===== src/design/aes_pkg.sv =====
// ----------------------------------------------------------------------------
// AES package
// Shared types, constants and round functions for the AES-256 CBC block.
// ----------------------------------------------------------------------------
package aes_pkg;

    localparam int ROUNDS    = 14;
    localparam int KEY_AW    = 4;
    localparam int CFG_IDX_W = 3;
    localparam int CFG_DW    = 64;

    typedef logic [KEY_AW-1:0] kaddr_t;
    typedef logic [127:0]      blk_t;

    typedef enum logic [CFG_IDX_W-1:0] {
        REG_KEY0   = 3'd0,
        REG_KEY1   = 3'd1,
        REG_KEY2   = 3'd2,
        REG_KEY3   = 3'd3,
        REG_IV_HI  = 3'd4,
        REG_IV_LO  = 3'd5,
        REG_MODE   = 3'd6,
        REG_UNUSED = 3'd7
    } cfg_reg_t;

    typedef enum logic [2:0] {
        ST_IDLE,
        ST_SCHED,
        ST_FETCH,
        ST_ROUND,
        ST_DONE
    } ctrl_state_t;

    typedef struct packed {
        logic [63:0] block_high;
        logic [63:0] block_low;
        logic        final_block;
    } in_item_t;

    typedef struct packed {
        logic [63:0] result_high;
        logic [63:0] result_low;
        logic        final_out;
    } out_item_t;

    typedef struct packed {
        logic   we;
        kaddr_t enc_addr;
        kaddr_t dec_addr;
        blk_t   enc_key;
        blk_t   dec_key;
    } ks_wr_t;

    localparam logic [2047:0] SBOX_TABLE = {
        128'h637c777bf26b6fc53001672bfed7ab76,
        128'hca82c97dfa5947f0add4a2af9ca472c0,
        128'hb7fd9326363ff7cc34a5e5f171d83115,
        128'h04c723c31896059a071280e2eb27b275,
        128'h09832c1a1b6e5aa0523bd6b329e32f84,
        128'h53d100ed20fcb15b6acbbe394a4c58cf,
        128'hd0efaafb434d338545f9027f503c9fa8,
        128'h51a3408f929d38f5bcb6da2110fff3d2,
        128'hcd0c13ec5f974417c4a77e3d645d1973,
        128'h60814fdc222a908846eeb814de5e0bdb,
        128'he0323a0a4906245cc2d3ac629195e479,
        128'he7c8376d8dd54ea96c56f4ea657aae08,
        128'hba78252e1ca6b4c6e8dd741f4bbd8b8a,
        128'h703eb5664803f60e613557b986c11d9e,
        128'he1f8981169d98e949b1e87e9ce5528df,
        128'h8ca1890dbfe6426841992d0fb054bb16
    };

    function automatic logic [7:0] sbox(input logic [7:0] b);
        return SBOX_TABLE[8*(255 - int'(b)) +: 8];
    endfunction

    function automatic logic [7:0] inv_affine(input logic [7:0] b);
        return {b[6:0], b[7]} ^ {b[4:0], b[7:5]} ^ {b[1:0], b[7:2]} ^ 8'h05;
    endfunction

    function automatic logic [7:0] inv_sbox(input logic [7:0] b);
        return inv_affine(sbox(inv_affine(b)));
    endfunction

    function automatic logic [7:0] xt(input logic [7:0] b);
        return {b[6:0], 1'b0} ^ (b[7] ? 8'h1b : 8'h00);
    endfunction

    function automatic logic [7:0] get_byte(input blk_t s, input int k);
        return s[127-8*k -: 8];
    endfunction

    function automatic blk_t mix_fwd(input blk_t s);
        blk_t r;
        logic [7:0] a0, a1, a2, a3;
        r = '0;
        for (int c = 0; c < 4; c++) begin
            a0 = get_byte(s, 4*c);
            a1 = get_byte(s, 4*c+1);
            a2 = get_byte(s, 4*c+2);
            a3 = get_byte(s, 4*c+3);
            r[127-32*c -: 8]  = xt(a0) ^ xt(a1) ^ a1 ^ a2 ^ a3;
            r[119-32*c -: 8]  = a0 ^ xt(a1) ^ xt(a2) ^ a2 ^ a3;
            r[111-32*c -: 8]  = a0 ^ a1 ^ xt(a2) ^ xt(a3) ^ a3;
            r[103-32*c -: 8]  = xt(a0) ^ a0 ^ a1 ^ a2 ^ xt(a3);
        end
        return r;
    endfunction

    function automatic blk_t mix_inv(input blk_t s);
        blk_t r;
        logic [7:0] a [4];
        logic [7:0] x2 [4];
        logic [7:0] x4 [4];
        logic [7:0] m9 [4];
        logic [7:0] mb [4];
        logic [7:0] md [4];
        logic [7:0] me [4];
        r = '0;
        for (int c = 0; c < 4; c++) begin
            for (int j = 0; j < 4; j++) begin
                a[j]  = get_byte(s, 4*c+j);
                x2[j] = xt(a[j]);
                x4[j] = xt(x2[j]);
                m9[j] = xt(x4[j]) ^ a[j];
                mb[j] = m9[j] ^ x2[j];
                md[j] = m9[j] ^ x4[j];
                me[j] = xt(x4[j]) ^ x4[j] ^ x2[j];
            end
            r[127-32*c -: 8] = me[0] ^ mb[1] ^ md[2] ^ m9[3];
            r[119-32*c -: 8] = m9[0] ^ me[1] ^ mb[2] ^ md[3];
            r[111-32*c -: 8] = md[0] ^ m9[1] ^ me[2] ^ mb[3];
            r[103-32*c -: 8] = mb[0] ^ md[1] ^ m9[2] ^ me[3];
        end
        return r;
    endfunction

    function automatic blk_t round_fn(input blk_t s, input logic dec, input logic last);
        blk_t t;
        t = '0;
        for (int c = 0; c < 4; c++) begin
            for (int j = 0; j < 4; j++) begin
                if (dec) begin
                    t[127-8*(4*c+j) -: 8] = inv_sbox(get_byte(s, 4*((c-j+4)%4)+j));
                end else begin
                    t[127-8*(4*c+j) -: 8] = sbox(get_byte(s, 4*((c+j)%4)+j));
                end
            end
        end
        if (last) begin
            return t;
        end
        return dec ? mix_inv(t) : mix_fwd(t);
    endfunction

endpackage


===== src/design/aes_ksched.sv =====
// ----------------------------------------------------------------------------
// AES key scheduler
// Produces one round key per cycle and writes the forward and equivalent
// inverse keys into the key memory.
// ----------------------------------------------------------------------------
module aes_ksched (
    input  logic            aclk,
    input  logic            aresetn,
    input  logic            start,
    input  logic [255:0]    key,
    output aes_pkg::ks_wr_t wr,
    output logic            done
);
    import aes_pkg::*;

    logic         busy_reg, busy_next;
    kaddr_t       cnt_reg, cnt_next;
    logic [255:0] win_reg, win_next;
    logic [7:0]   rcon_reg, rcon_next;
    blk_t         rk;
    blk_t         gen;
    logic [31:0]  last_w, t, w0, w1, w2, w3;

    always_comb begin
        last_w = win_reg[31:0];
        if (!cnt_reg[0]) begin
            t = {sbox(last_w[23:16]) ^ rcon_reg, sbox(last_w[15:8]),
                 sbox(last_w[7:0]), sbox(last_w[31:24])};
        end else begin
            t = {sbox(last_w[31:24]), sbox(last_w[23:16]),
                 sbox(last_w[15:8]), sbox(last_w[7:0])};
        end
        w0  = win_reg[255:224] ^ t;
        w1  = win_reg[223:192] ^ w0;
        w2  = win_reg[191:160] ^ w1;
        w3  = win_reg[159:128] ^ w2;
        gen = {w0, w1, w2, w3};
        if (cnt_reg == kaddr_t'(0)) begin
            rk = win_reg[255:128];
        end else if (cnt_reg == kaddr_t'(1)) begin
            rk = win_reg[127:0];
        end else begin
            rk = gen;
        end
    end

    always_comb begin
        wr.we       = busy_reg;
        wr.enc_addr = cnt_reg;
        wr.dec_addr = kaddr_t'(ROUNDS) - cnt_reg;
        wr.enc_key  = rk;
        if (cnt_reg == kaddr_t'(0) || cnt_reg == kaddr_t'(ROUNDS)) begin
            wr.dec_key = rk;
        end else begin
            wr.dec_key = mix_inv(rk);
        end
        done = busy_reg && (cnt_reg == kaddr_t'(ROUNDS));
    end

    always_comb begin
        busy_next = busy_reg;
        cnt_next  = cnt_reg;
        win_next  = win_reg;
        rcon_next = rcon_reg;
        if (start && !busy_reg) begin
            busy_next = 1'b1;
            cnt_next  = '0;
            win_next  = key;
            rcon_next = 8'h01;
        end else if (busy_reg) begin
            cnt_next = cnt_reg + kaddr_t'(1);
            if (cnt_reg == kaddr_t'(ROUNDS)) begin
                busy_next = 1'b0;
            end
            if (cnt_reg >= kaddr_t'(2)) begin
                win_next = {win_reg[127:0], gen};
                if (!cnt_reg[0]) begin
                    rcon_next = xt(rcon_reg);
                end
            end
        end
    end

    always_ff @(posedge aclk) begin
        if (!aresetn) begin
            busy_reg <= 1'b0;
            cnt_reg  <= '0;
        end else begin
            busy_reg <= busy_next;
            cnt_reg  <= cnt_next;
        end
        win_reg  <= win_next;
        rcon_reg <= rcon_next;
    end

endmodule


===== config.mk =====
export PLATFORM = sky130hd
export DESIGN_NAME = aes_ksched
export DESIGN_NICKNAME = d
export VERILOG_FILES = /design/src/design/aes_pkg.sv /design/src/design/aes_ksched.sv
export SDC_FILE = /design/constraint.sdc
export NUM_CORES = 2
export LEC_CHECK = 0
export BUFFER_PORTS_ARGS = -buffer_cell sky130_fd_sc_hd__buf_4
export CORE_AREA = 2 2 316 318
export CTS_BUF_LIST = sky130_fd_sc_hd__clkbuf_4 sky130_fd_sc_hd__clkbuf_8
export DETAILED_ROUTE_END_ITERATION = 7
export DIE_AREA = 0 0 318 320
export PLACE_DENSITY_LB_ADDON = 0.3
export SLEW_MARGIN = 25
export SYNTH_ARGS = -nofsm -noshare
export SYNTH_HDL_FRONTEND = slang
export SYNTH_SLANG_ARGS = --single-unit

===== constraint.sdc =====
create_clock -name aclk -period 24.9 [get_ports aclk]
set_clock_uncertainty 0.05 [all_clocks]
set_input_delay 6.225 -clock aclk [delete_from_list [all_inputs] [get_ports aclk]]
set_output_delay 6.225 -clock aclk [all_outputs]
set_load 0.005 [all_outputs]

==> metrics.cfg <==
[synthesis]
synth.avg_cell_area_um2=7.91
syn-num-nets=5764
synth_edf_count=256
syn_inst=5440
netlist_area_mm2=0.0430
ys.flop_type=edfxtp_1
yosys.area.top_type_share_pct=17.9
yosysWarnings=0
async_reset_ff_share_pct=0
yosysTopAreaCell=edfxtp_1
yosysSeqAreaShare_pct=18.5
synth.top_cells.by_area=edfxtp_1, xnor2_1, nand2_1
synthDistinctLibCells=132
ys_ff_latch=269

[global_routing]
grt_usage_pct=41.4
grt_overflow_total=0
antenna_found_initial=18
grt_pass1_wl_mm=314
grt_pass1_vias=43000
grt_max_degree=163

[drt]
via_per_inst=6.72
drt_iter0_markers=7951
wl_met1_mm=81.1
route.detailed.drc=4
ant_nets=0
highest_layer=met5
wl_per_cell_um=31.7
wl_met2_mm=96.1
drt_first_pass_iters=8
wl_mm=221
via_count=46900
wl_met3_mm=27.7

[timing]
period_needed_ns=15.07
relSlewSlack_pct=22.1
hold_viol=0
setup_viol=0
worst_pin_slew_ns=1.16
maxSlewViolCount=0
timing.final.crit_share_pct=60.5
max_freq_ghz=0.0664
tns_ns=0
rsz0062_at_grt=no

[critical_path]
cp-start-kind=register
r2r_slack_ns=18.59
r2r-start=win_reg[9]
path_class=register to primary output
ff2ff_path_depth=14
cp_cell_sequence=clkinv_1, ha_1, nor2b_1, o21ai_0, o211ai_1, a31oi_1, o22ai_1, or3_1, and2_1, xnor2_1, nor3_1, a311oi_2, xor2_1, xnor3_1, xor2_1, xnor2_1, a21oi_1, buf_4
worstPathMaxFanout=20
cp_top_family=compound AO/OA/AOI/OAI gates
critical_path_buf_inv_count=2
crit_cells=18
cpPeakStageDelay_ns=1.13
crit_slowest_cell=ha_1
cp.required_ns=18.62
r2r-end=win_reg[20]
worstPathArrival_ns=8.80
cp-end-kind=primary output

[cts]
cts.repair.resized=0
cts.sink_count=269
cts_tree=done
clockBufferDepth=3
cts_root_buf=clkbuf_8
clkTransAtPathRegs_ns=0.07
ctsHtreeMaxLevel=2
hold_buffers=0
cts_buffers=45
post_cts_buffers=0
insertion_delay_ns=0.64

[placed_design]
dp_hpwl_mm=163
place_congestion=1.04
port_buffers=524

[hold_path]
hp-start=win_reg[110]
holdPathEnd=win_reg[238]
hp-class=register to register
min_path_cells=2

[final_layout]
area_growth_pct=12.3
drive_gt1_share_pct=17.5
final_common_cell=nand2_1
largest_reg_flops=256
nNetsFinal=5968
mostFrequentLayoutCells=nand2_1, xnor2_1, buf_4, nor2_1, o21ai_0

[die]
io_pins=525
core_mm2=0.0980
initial_core_util_pct=43.9
die_width_um=318
rows=115
dieHeight_um=320
die_area_mm2=0.102

[flow_run]
maxCapViolCount=0

[run_status]
status=finished, violations left
violations=DRC

==> cells in the mapped netlist (all sizes together), types with 23 or more instances <==
| library cell | count |
|---|---|
| a211o | 23 |
| a211oi | 73 |
| a21oi | 276 |
| a221oi | 26 |
| a22oi | 33 |
| a311oi | 43 |
| a31oi | 52 |
| and2 | 44 |
| and3 | 37 |
| buf | 232 |
| clkbuf | 272 |
| edfxtp | 256 |
| ha | 65 |
| inv | 96 |
| mux2 | 32 |
| mux2i | 86 |
| mux4 | 40 |
| nand2 | 754 |
| nand2b | 106 |
| nand3 | 126 |
| nand3b | 24 |
| nand4 | 37 |
| nor2 | 398 |
| nor2b | 119 |
| nor3 | 107 |
| nor3b | 33 |
| o211ai | 57 |
| o21ai | 337 |
| o221ai | 31 |
| o22ai | 75 |
| o311ai | 57 |
| o31ai | 27 |
| or2 | 34 |
| or3 | 23 |
| xnor2 | 688 |
| xnor3 | 64 |
| xor2 | 251 |
==> kinds of logic (layout without fill, tap and decap cells) <==
logic type / count (synthesis) / count (layout) / share of synthesized area, %
buffers and inverters: 605 / 840 / 6.31
DFF: 269 / 269 / 18.5
AOI/OAI and AO/OA: 1418 / 1418 / 23.5
other: 0 / 9 / 0
adders and majority gates: 65 / 65 / 1.89
xor gates and xnor gates: 1010 / 1010 / 23.5
muxes: 158 / 158 / 5.22
and+or+nand+nor: 1915 / 1915 / 21.1
==> worst min-delay path: stages (launching register included) <==
cell and delay, ns:
edfxtp_1 0.34, nand2_1 0.05, nand2_1 0.06
==> worst max path at each step <==
stage | start | end | slack (ns)
global placement | win_reg[1] | wr[77] | 10.94
global route | win_reg[1] | wr[92] | 9.87
finish | win_reg[1] | wr[92] | 9.83
detailed placement | win_reg[1] | wr[77] | 11.01
floorplan | start | win_reg[0] | 5.30
CTS | win_reg[1] | wr[77] | 10.32
==> through the flow <==
step | util (%) | hold WS (ns) | cell area [µm²] | cells | setup WS [ns]
after floorplan | - | 0.457 | 43000 | 5440 | 5.30
after global placement | 48.4 | 0.470 | 47400 | 6884 | 10.94
after detailed placement | 48.4 | 0.479 | 47400 | 6884 | 11.01
after CTS | 49.3 | 0.495 | 48300 | 6962 | 10.32
after global routing | 49.3 | 0.509 | 48300 | 6967 | 9.87
final | 49.3 | 0.484 | 48300 | 6971 | 9.83
==> metal layers <==
layer | vias to the layer above | track usage [%]
met5 | - | 0
met4 | 14 | 24.3
met3 | 811 | 10.1
met2 | 3680 | 63.5
met1 | 22400 | 52.9
li1 | 20000 | -
==> cell type report <==
class,count,area [µm²]
sequential,269,7950
timing repair buffer,661,4990
fill,9615,49700
multi-input combinational,4566,32500
inverter,101,379
clock inverter,11,60.1
antenna,9,22.5
clock buffer,67,785
tap,1287,1610
Power is left out: the tool's default activity adds up to more than one toggle a clock period on the data nets, which glitch-free logic cannot reach.
